$ cat config.mk
export PLATFORM = sky130hd
export DESIGN_NAME = wr5_fifo
export DESIGN_NICKNAME = d
export VERILOG_FILES = /design/src/hw/rtl/wr5_pkg.sv /design/src/hw/rtl/wr5_fifo.sv
export SDC_FILE = /design/constraint.sdc
export NUM_CORES = 1
export LEC_CHECK = 0
export BUFFER_PORTS_ARGS = -buffer_cell sky130_fd_sc_hd__buf_2
export CAP_MARGIN = 20
export CORE_MARGIN = 4
export CORE_UTILIZATION = 51
export DETAILED_ROUTE_END_ITERATION = 7
export PLACE_DENSITY = 0.81
export SLEW_MARGIN = 20
export SYNTH_ARGS = -nofsm -noshare
export SYNTH_HDL_FRONTEND = slang
export SYNTH_SLANG_ARGS = --single-unit
$ cat constraint.sdc
create_clock -name clk -period 18 [get_ports clk]
set_clock_uncertainty 0.1 [all_clocks]
set_input_delay 0 -clock clk [delete_from_list [all_inputs] [get_ports clk]]
set_output_delay 0 -clock clk [all_outputs]
set_load 0.02 [all_outputs]
$ cat src/hw/rtl/wr5_pkg.sv
`timescale 1ns / 1ps
// ----------------------------------------------------------------------------
// wr5_pkg
// shared widths, constants and payload types of the weno5 face reconstruction
// ----------------------------------------------------------------------------
package wr5_pkg;

  localparam int DATA_WIDTH = 32;
  localparam int FRAC_BITS  = 16;

  // three candidate stencils
  localparam int NL = 3;

  // six times a candidate value, and the stencil differences
  localparam int SQ_W   = DATA_WIDTH + 5;
  localparam int DIFF_W = DATA_WIDTH + 4;
  localparam int SIDE_W = NL * SQ_W;

  localparam int          EPS_W     = 32;
  localparam logic [31:0] EPS_RESET = 32'd1;

  // queue between front and back
  localparam int QDEPTH = 4;

  typedef struct packed {
    logic signed [DATA_WIDTH-1:0] cell_m2;
    logic signed [DATA_WIDTH-1:0] cell_m1;
    logic signed [DATA_WIDTH-1:0] cell_c;
    logic signed [DATA_WIDTH-1:0] cell_p1;
    logic signed [DATA_WIDTH-1:0] cell_p2;
  } cell_t;

  typedef struct packed {
    logic signed [DATA_WIDTH-1:0] face_value;
    logic                         saturated;
  } face_t;

  // stencil terms handed from front to back
  typedef struct packed {
    logic [NL-1:0][SQ_W-1:0]   six_q;
    logic [NL-1:0][DIFF_W-1:0] d1;
    logic [NL-1:0][DIFF_W-1:0] d2;
  } sten_t;

  typedef struct packed {
    logic full;
    logic empty;
  } q_stat_t;

endpackage

$ cat src/hw/rtl/wr5_fifo.sv
`timescale 1ns / 1ps
// ----------------------------------------------------------------------------
// wr5_fifo
// short queue of stencil terms between front and back
// ----------------------------------------------------------------------------
module wr5_fifo (
  input  logic             clk,
  input  logic             rst,
  input  logic             push,
  input  wr5_pkg::sten_t   wdata,
  input  logic             pop,
  output wr5_pkg::sten_t   rdata,
  output wr5_pkg::q_stat_t qs
);

  localparam int DEPTH = wr5_pkg::QDEPTH;
  localparam int AW    = $clog2(DEPTH);

  wr5_pkg::sten_t mem [DEPTH];
  logic [AW-1:0]  wp, rp;
  logic [AW:0]    cnt;

  assign qs.full  = (cnt == (AW+1)'(DEPTH));
  assign qs.empty = (cnt == '0);
  assign rdata    = mem[rp];

  always_ff @(posedge clk) begin
    if (rst) begin
      wp  <= '0;
      rp  <= '0;
      cnt <= '0;
    end else begin
      if (push) begin
        wp <= (wp == AW'(DEPTH - 1)) ? '0 : wp + 1'b1;
      end
      if (pop) begin
        rp <= (rp == AW'(DEPTH - 1)) ? '0 : rp + 1'b1;
      end
      if (push && !pop) begin
        cnt <= cnt + 1'b1;
      end else if (pop && !push) begin
        cnt <= cnt - 1'b1;
      end
    end
  end

  always_ff @(posedge clk) begin
    if (push) begin
      mem[wp] <= wdata;
    end
  end

endmodule

==> summary.txt <==
Route
  • Drt drc: 0
  • 1st-pass router iterations: 5
  • Remaining antenna violation count: 0
  • Wirelength per Cell: 27.9 um
  • Initial DRC count: 2587
  • Vias/cell: 5.72
  • Vias: 25900
  • Total Wirelength: 126 mm

Yosys
  • Syn Std Cell Area: 0.0475 mm2
  • Post-synth EDFFs: 1308
  • Count leader, synth: edfxtp_1
  • Synth warn: 0
  • Cells after Synth: 1752
  • Adder-Cell Fraction of Synth Area: 0.00200
  • Synth Area in Compound Gates: 0.000316
  • Synth Register Bits: 1317
  • Synth cell types: 20
  • Ys flop type: edfxtp_1
  • Post-Synth XOR/XNOR Area: 0.000369
  • Syn Nets: 2090
  • Mux cell area share after synthesis: 0.156
  • Async S/R FF share, synth: 0
  • Area share of the largest cell type after synthesis: 0.827
  • Post-synth top cells: edfxtp_1 (1308), mux4_2 (327), buf_4 (29)
  • Synth top area cells: edfxtp_1 (83%), mux4_2 (15%), buf_4 (0.46%)
  • Syn avg cell area: 27.1 um2
  • Largest family of logic cells by synthesized area: multiplexers
  • Largest area contributor in the synthesized netlist: edfxtp_1
  • Simple-Gate Fraction of Synth Area: 0.00163
  • Sequential share of the synthesized area: 0.830

Place
  • PortBufs: 659
  • Routability congestion estimate: 0.809
  • Placed instance count: 3607
  • DP Wirelength: 61.7 mm

Finish
  • Area of the multi-input gates: 0.00762 mm2
  • Layout cell share with drive strength beyond 1: 0.367
  • Layout Cells excl Fill: 4527
  • FF+latch area: 0.0395 mm2
  • # fillers: 5177
  • Area growth syn-to-layout: 32.9%
  • Layout Nets: 3499

STA
  • Fin crit share: 0.285
  • Fin. Hold Viols: 0
  • Max Slew Vio Count: 0
  • Slew at the pin with the worst max-slew slack: 1.23 ns
  • Final min period: 5.14 ns
  • Final setup viols: 0
  • Setup_tns: 0 ns
  • Max Clk Rate: 0.195 GHz
  • RSZ-0062 raised after global routing: no
  • Relative max-transition margin: 0.177

Power and ir drop
  • Comb power frac: 0.110
  • Total power per unit cell area: 112 mW/mm2
  • Net switching power: 0.00166 W
  • VDD IR max: 100 uV
  • Int Power: 0.00544 W
  • Flop pwr share: 0.503
  • Sw Ratio: 0.234
  • Leak: 21.6 nW
  • Clock power frac: 0.387

Clock network
  • Clk buf depth: 3
  • # H-tree levels: 4
  • Worst skew pair latency: 0.72 ns
  • CTS tree: done
  • Post-CTS setup buffers: 0
  • Clk pin slew, worst setup/hold paths: 0.06 ns
  • CTS Sinks: 1317
  • Post-CTS Resized: 0
  • Number of CTS-inserted buffers: 133
  • Post-CTS Hold Buffers: 661
  • CTS Root Cell: clkbuf_16

Worst setup path
  • Critical path startpoint category: flip-flop
  • R2R Path Start: wp[0]
  • Worst reg2reg path depth: 5
  • Worst Path Max Fanout: 53
  • Nature of the critical path endpoint: output pin
  • Worst Path Arrival: 5.04 ns
  • Flop-to-flop setup slack: 14.02 ns
  • Crit Reg-Reg Endpoint: mem[2][319]
  • Crit Path Class: reg -> out
  • Required @ worst endpoint: 17.90 ns

Floorplanning
  • I/O pin cnt: 660
  • Die X: 313 um
  • Core Area: 0.0921 mm2
  • Die area: 0.0981 mm2
  • Site row count: 111
  • Starting Density: 0.516
  • Die height: 313 um

Min path
  • WHS Path Cells: 2
  • Hold Path End: mem[1][49]
  • HP Start: wdata[49]
  • Hold/Removal Path Class: in -> reg

Global routing
  • GRT overflow: 0
  • Largest net degree at the start of global routing: 156
  • All-Layer GR Usage: 0.258
  • First-pass GRT wire length: 187 mm
  • Initial antenna violation count: 17
  • Vias in the first global route: 28000

Outcome
  • Outcome: finished, final reports clean

Flow run
  • Max-cap viol count: 0
==> registers in the layout (all words and copies together), names as in the netlist, named ones only <==
name	count
mem	1308
cnt	3
rp	2
wp	2
==> power by group through the flow <==
stage / Combinational, W / Sequential, W / Clock (W)
CTS: 0.000762 / 0.00357 / 0.00273
global route: 0.000818 / 0.00358 / 0.00293
finish: 0.000782 / 0.00357 / 0.00275
detailed placement: 0.000636 / 0.00363 / 0
global placement: 0.000620 / 0.00362 / 0
floorplan: 0.000396 / 0.00365 / 0
==> critical path, cell delays in order, from the launching register on <==
cell and delay [ns]:
dfxtp_4 0.94, buf_6 0.67, buf_4 0.79, buf_4 0.86, mux4_2 0.66, buf_2 0.19
==> stage by stage <==
stage	setup WS [ns]	hold slack, ns	power (W)	utilization	area (um2)
floorplan	9.24	-0.0309	0.00404	-	47500
global placement	13.26	0.108	0.00424	0.567	52200
CTS	12.39	0.0123	0.00706	0.685	63100
detailed placement	13.21	0.115	0.00426	0.567	52200
finish	12.86	0.0386	0.00710	0.686	63200
global route	12.29	0.0316	0.00732	0.686	63100
==> kinds of logic (layout without fill, tap and decap cells) <==
| kind of cell | Yosys count | count (layout) |
|---|---|---|
| flip-flops | 1317 | 1317 |
| multiplexers | 331 | 331 |
| buffers and inverters | 77 | 1585 |
| AND/OR/NAND/NOR | 15 | 15 |
| adder cells (fa/ha/maj) | 7 | 7 |
| AO/OA/AOI/OAI | 3 | 3 |
| XOR/XNOR | 2 | 2 |
| other | 0 | 24 |
==> how the worst max path moves through the flow <==
| stage | from | to | slack (ns) | cells past startpoint |
|---|---|---|---|---|
| floorplan | wp[0] | mem[0][0] | 9.24 | 3 |
| global placement | flip-flop | rdata[173] | 13.26 | 5 |
| global route | flip-flop | rdata[294] | 12.29 | 5 |
| CTS | flip-flop | rdata[50] | 12.39 | 5 |
| finish | flip-flop | rdata[173] | 12.86 | 5 |
| detailed placement | flip-flop | rdata[50] | 13.21 | 5 |
==> final cells by class <==
class | count | share of cell area
Sequential cell | 1317 | 0.625
Timing Repair Buffer | 1347 | 0.161
Multi-Input combinational cell | 358 | 0.121
Clock buffer | 166 | 0.0570
Tap cell | 1243 | 0.0246
Clock inverter | 68 | 0.0105
Antenna cell | 24 | 0.000951
Inverter | 4 | 0.000238
==> cells in the final DEF (no fill, tap or decap), types with 16 or more instances in the layout <==
cell type and n:
edfxtp_1 1308, dlygate4sd3_1 661, buf_2 659, mux4_2 327
clkbuf_16 140, clkinv_1 30, clkbuf_1 26, diode_2 24
buf_4 21, clkinv_2 16
==> per-layer routing <==
metal	part of all wire	wire length, um	global-route usage
met1	0.33	42000	0.304
met2	0.54	68000	0.458
met3	0.084	10600	0.0609
met4	0.044	5560	0.110
met5	0.00021	27	0
(Power assumes the default switching activity.)
