==> src/hw/rtl/wr5_pkg.sv <==
`timescale 1ns / 1ps
// ----------------------------------------------------------------------------
// wr5_pkg
// shared widths, constants and payload types of the weno5 face reconstruction
// ----------------------------------------------------------------------------
package wr5_pkg;

  localparam int DATA_WIDTH = 32;
  localparam int FRAC_BITS  = 16;

  // three candidate stencils
  localparam int NL = 3;

  // six times a candidate value, and the stencil differences
  localparam int SQ_W   = DATA_WIDTH + 5;
  localparam int DIFF_W = DATA_WIDTH + 4;
  localparam int SIDE_W = NL * SQ_W;

  localparam int          EPS_W     = 32;
  localparam logic [31:0] EPS_RESET = 32'd1;

  // queue between front and back
  localparam int QDEPTH = 4;

  typedef struct packed {
    logic signed [DATA_WIDTH-1:0] cell_m2;
    logic signed [DATA_WIDTH-1:0] cell_m1;
    logic signed [DATA_WIDTH-1:0] cell_c;
    logic signed [DATA_WIDTH-1:0] cell_p1;
    logic signed [DATA_WIDTH-1:0] cell_p2;
  } cell_t;

  typedef struct packed {
    logic signed [DATA_WIDTH-1:0] face_value;
    logic                         saturated;
  } face_t;

  // stencil terms handed from front to back
  typedef struct packed {
    logic [NL-1:0][SQ_W-1:0]   six_q;
    logic [NL-1:0][DIFF_W-1:0] d1;
    logic [NL-1:0][DIFF_W-1:0] d2;
  } sten_t;

  typedef struct packed {
    logic full;
    logic empty;
  } q_stat_t;

endpackage

==> src/hw/rtl/wr5_front.sv <==
`timescale 1ns / 1ps
// ----------------------------------------------------------------------------
// wr5_front
// request intake: forms candidate values and stencil differences
// ----------------------------------------------------------------------------
module wr5_front (
  input  logic             clk,
  input  logic             rst,
  input  logic             cell_valid,
  input  wr5_pkg::cell_t   stencil,
  output logic             cell_stall,
  input  wr5_pkg::q_stat_t qs,
  output logic             push,
  output wr5_pkg::sten_t   item
);

  localparam int SQ_W   = wr5_pkg::SQ_W;
  localparam int DIFF_W = wr5_pkg::DIFF_W;

  logic signed [SQ_W-1:0] m2, m1, c, p1, p2;
  wr5_pkg::sten_t         terms;
  logic                   fr_valid;

  always_comb begin
    m2 = SQ_W'($signed(stencil.cell_m2));
    m1 = SQ_W'($signed(stencil.cell_m1));
    c  = SQ_W'($signed(stencil.cell_c));
    p1 = SQ_W'($signed(stencil.cell_p1));
    p2 = SQ_W'($signed(stencil.cell_p2));

    terms.six_q[0] = (c <<< 1) + (p1 <<< 2) + p1 - p2;
    terms.six_q[1] = (c <<< 2) + c + (p1 <<< 1) - m1;
    terms.six_q[2] = (m2 <<< 1) - (m1 <<< 3) + m1 + (c <<< 3) + (c <<< 1) + c;

    terms.d1[0] = DIFF_W'(c - (p1 <<< 1) + p2);
    terms.d2[0] = DIFF_W'((c <<< 1) + c - (p1 <<< 2) + p2);
    terms.d1[1] = DIFF_W'(m1 - (c <<< 1) + p1);
    terms.d2[1] = DIFF_W'(m1 - p1);
    terms.d1[2] = DIFF_W'(m2 - (m1 <<< 1) + c);
    terms.d2[2] = DIFF_W'(m2 - (m1 <<< 2) + (c <<< 1) + c);
  end

  // hold while the queue is full
  assign cell_stall = fr_valid && qs.full;
  assign push       = fr_valid && !qs.full;

  always_ff @(posedge clk) begin
    if (rst) begin
      fr_valid <= 1'b0;
    end else if (!cell_stall) begin
      fr_valid <= cell_valid;
    end
  end

  always_ff @(posedge clk) begin
    if (!cell_stall && cell_valid) begin
      item <= terms;
    end
  end

endmodule

==> config.mk <==
export PLATFORM = sky130hd
export DESIGN_NAME = wr5_front
export DESIGN_NICKNAME = d
export VERILOG_FILES = /design/src/hw/rtl/wr5_pkg.sv /design/src/hw/rtl/wr5_front.sv
export SDC_FILE = /design/constraint.sdc
export NUM_CORES = 2
export LEC_CHECK = 0
export BUFFER_PORTS_ARGS = -buffer_cell sky130_fd_sc_hd__buf_4
export CORE_ASPECT_RATIO = 1.5
export CORE_UTILIZATION = 55
export CTS_CLUSTER_SIZE = 20
export DETAILED_ROUTE_END_ITERATION = 8
export GPL_TIMING_DRIVEN = 0
export PLACE_DENSITY = 0.89
export SLEW_MARGIN = 20
export SYNTH_ARGS = -nofsm -noshare
export SYNTH_HDL_FRONTEND = slang
export SYNTH_SLANG_ARGS = --single-unit
==> constraint.sdc <==
create_clock -name clk -period 17.1 [get_ports clk]
set_clock_uncertainty 0.1 [all_clocks]
set_input_delay 1.71 -clock clk [delete_from_list [all_inputs] [get_ports clk]]
set_output_delay 1.71 -clock clk [all_outputs]
set_load 0.02 [all_outputs]
==> impl_metrics.env <==
export IMPL_fmaxAchievable_ghz=0.1376
export IMPL_fp_dieArea_mm2=0.06940
export IMPL_synth_distinct_cells=74
export IMPL_powerDensity_mw_per_mm2=139.1
export IMPL_worst_pin_slew_ns=0.9524
export IMPL_io_buffers=492
export IMPL_drv_slew=0
export IMPL_slowest_delay_ns=0.64
export IMPL_grt_pass1_vias=30830
export IMPL_worst_path_max_delay_cell="a211oi_1"
export IMPL_wl_um=120200
export IMPL_criticalPathCategory="primary input to register"
export IMPL_crit_arrival_ns=7.50
export IMPL_vias_per_cell=5.766
export IMPL_post_drt_wl_per_cell_um=22.94
export IMPL_period_minus_slack_ns=7.268
export IMPL_grt_pass1_wl_um=176300
export IMPL_path_cells="buf_4, inv_1, ha_1, inv_1, fa_1, inv_1, fa_1, inv_1, ha_1, fa_1, a21o_1, a21oi_1, o21ai_1, a211oi_1, o21ai_0, a41o_1, a211oi_1, o41ai_1, a21oi_1, xnor2_1"
export IMPL_utilization=0.6482
export IMPL_synth_edf_count=317
export IMPL_gp_congestion=0.9831
export IMPL_critPathLaunchType="primary input"
export IMPL_dp_hpwl_um=102200
export IMPL_synth_main_ff_cell="edfxtp_1"
export IMPL_cpMostUsedCell="inv_1"
export IMPL_rows=117
export IMPL_cts_tree="built"
export IMPL_synth_area_mm2=0.03758
export IMPL_clk_latency_ns=0.58
export IMPL_htreeDepth=2
export IMPL_cts_buffers=35
export IMPL_area_growth_synth_to_final_pct=16.90
export IMPL_synth_most_common_cell="inv_1"
export IMPL_postSynthAreaPerCell_um2=9.979
export IMPL_yosys_warnings=0
export IMPL_cts_resized=0
export IMPL_clk_path_buf_depth=3
export IMPL_die_y_um=322.2
export IMPL_relSlewSlack=0.3487
export IMPL_syn_nets=4749
export IMPL_period_share=0.4250
export IMPL_vias=30220
export IMPL_track_usage=0.3453
export IMPL_nets=5291
export IMPL_fin_ws_ns=9.832
export IMPL_synth_top_area_share=0.2533
export IMPL_netlist_top_cell_by_area="edfxtp_1"
export IMPL_initial_core_util=0.5545
export IMPL_die_w_um=215.4
export IMPL_drc_errors=0
export IMPL_status="finished, final reports clean"
export IMPL_clk_pin_slew_ns=0.06
export IMPL_grt_max_degree=30
export IMPL_synth_cells=3766
export IMPL_drt_initial_drc_count=2193
export IMPL_n_fill_cell=5395
export IMPL_synth_area_leaders="edfxtp_1 25%, fa_1 25%, ha_1 11%"
export IMPL_finalSetupViolations=0
export IMPL_hold_buffers=0
export IMPL_cp_max_fo=7
export IMPL_dp_slack_ns=9.464
export IMPL_ys_seq_area_frac=0.2538
export IMPL_overflow=0
export IMPL_core_mm2=0.06778
export IMPL_rsz0062_at_grt="no"
export IMPL_post_cts_setup_buffers=0
export IMPL_p_leak_nw=21.29
export IMPL_synthArstFlopShare=0
export IMPL_maxCapViolations=0
export IMPL_peakVddDrop_mv=0.1297
export IMPL_firstDrtPassIters=6
export IMPL_hold_viol_final=0
export IMPL_min_path_type="register to register"
export IMPL_cts_sinks=318
export IMPL_cts_root_buf="clkbuf_16"
export IMPL_ios=494
export IMPL_worstSetupEndpointType="register"
export IMPL_ys_seq_elements=318
export IMPL_synth_top_cells_by_count="866 x inv_1, 475 x fa_1, 343 x ha_1, 317 x edfxtp_1, 294 x a21oi_1"
export IMPL_setup_tns_final_ns=0
export IMPL_required_ns=17.33
export IMPL_drive_gt1_frac=0.1391
export IMPL_ant_nets=0
export IMPL_antenna_found_initial=15
==> state kept, by name, summed over array words and instances (netlist names) <==
signal,count
fr_valid,1
item,317
==> worst max-delay path, delay by kind of cell <==
family                     cells  cell delay [ns]
AOI/OAI and AO/OA              9             2.85
xor gates and xnor gates       1             0.12
adders and majority gates      5             2.09
buffers and inverters          5             0.71
==> per-layer routing <==
metal / up-vias / routed length, µm / track usage
li1: 13630 / - / -
met1: 14570 / 38650 / 0.3406
met2: 1519 / 59900 / 0.6090
met3: 499 / 8667 / 0.06921
met4: 4 / 12970 / 0.3171
met5: - / 34 / 0
==> final timing paths <==
path               startpoint         to  slack, ns  cells past startpoint
setup reg to reg     fr_valid  item[239]      14.79                      6
setup / recovery  stencil[65]  item[326]       9.83                     20
hold / removal       fr_valid   fr_valid       0.57                      3
hold reg to reg      fr_valid   fr_valid       0.57                      3
==> layout make-up <==
cell class / count / area [µm²] / share of cell area
flip-flops and latches: 318 / 9539 / 0.2171
plain buffers: 68 / 296.5 / 0.006750
clock buffers: 41 / 950.9 / 0.02165
well taps: 892 / 1116 / 0.02540
repair buffers: 505 / 3991 / 0.09085
clock inverters: 22 / 246.5 / 0.005611
diodes: 15 / 37.54 / 0.0008544
multi-input cells: 2514 / 24500 / 0.5578
inverters: 866 / 3251 / 0.07399
==> where the power goes <==
group | switching (mW) | internal (mW)
Clock | 0.357 | 0.465
Sequential | 0.104 | 1.30
Combinational | 2.36 | 1.53
Total | 2.82 | 3.29
==> cells by family after synthesis <==
logic type	count (synthesis)	synth area share
xor gates and xnor gates	282	0.06572
DFF	318	0.2538
AOI/OAI and AO/OA	855	0.1469
and+or+nand+nor	559	0.07201
buffers and inverters	934	0.09438
adders and majority gates	818	0.3672
==> stage by stage <==
step	area, µm²	instances	hold slack [ns]	power (mW)
2_1_floorplan	37580	3766	0.5831	3.960
3_3_place_gp	42390	5150	0.5090	5.153
3_5_place_dp	42700	5163	0.5702	5.215
4_1_cts	43890	5226	0.5806	6.074
5_1_grt	43900	5229	0.6199	6.486
6_report	43930	5241	0.5721	6.112
==> placed cells by master (no fill, tap or decap), types with 15 or more instances in the layout <==
| master | n |
|---|---|
| inv_1 | 866 |
| buf_4 | 503 |
| fa_1 | 475 |
| ha_1 | 343 |
| edfxtp_1 | 317 |
| a21oi_1 | 294 |
| xnor2_1 | 202 |
| a21o_1 | 159 |
| nand2_1 | 150 |
| nor2_1 | 129 |
| o21ai_0 | 119 |
| xor2_1 | 80 |
| nand3_1 | 78 |
| clkbuf_1 | 59 |
| o21bai_1 | 42 |
| nand4_1 | 40 |
| clkbuf_16 | 37 |
| a31oi_1 | 36 |
| nor2b_1 | 34 |
| o21a_1 | 32 |
| nand2b_1 | 27 |
| nor3_1 | 26 |
| o31ai_1 | 23 |
| o211ai_1 | 20 |
| and3_1 | 18 |
| a211oi_1 | 16 |
| diode_2 | 15 |
(Power assumes the default switching activity.)
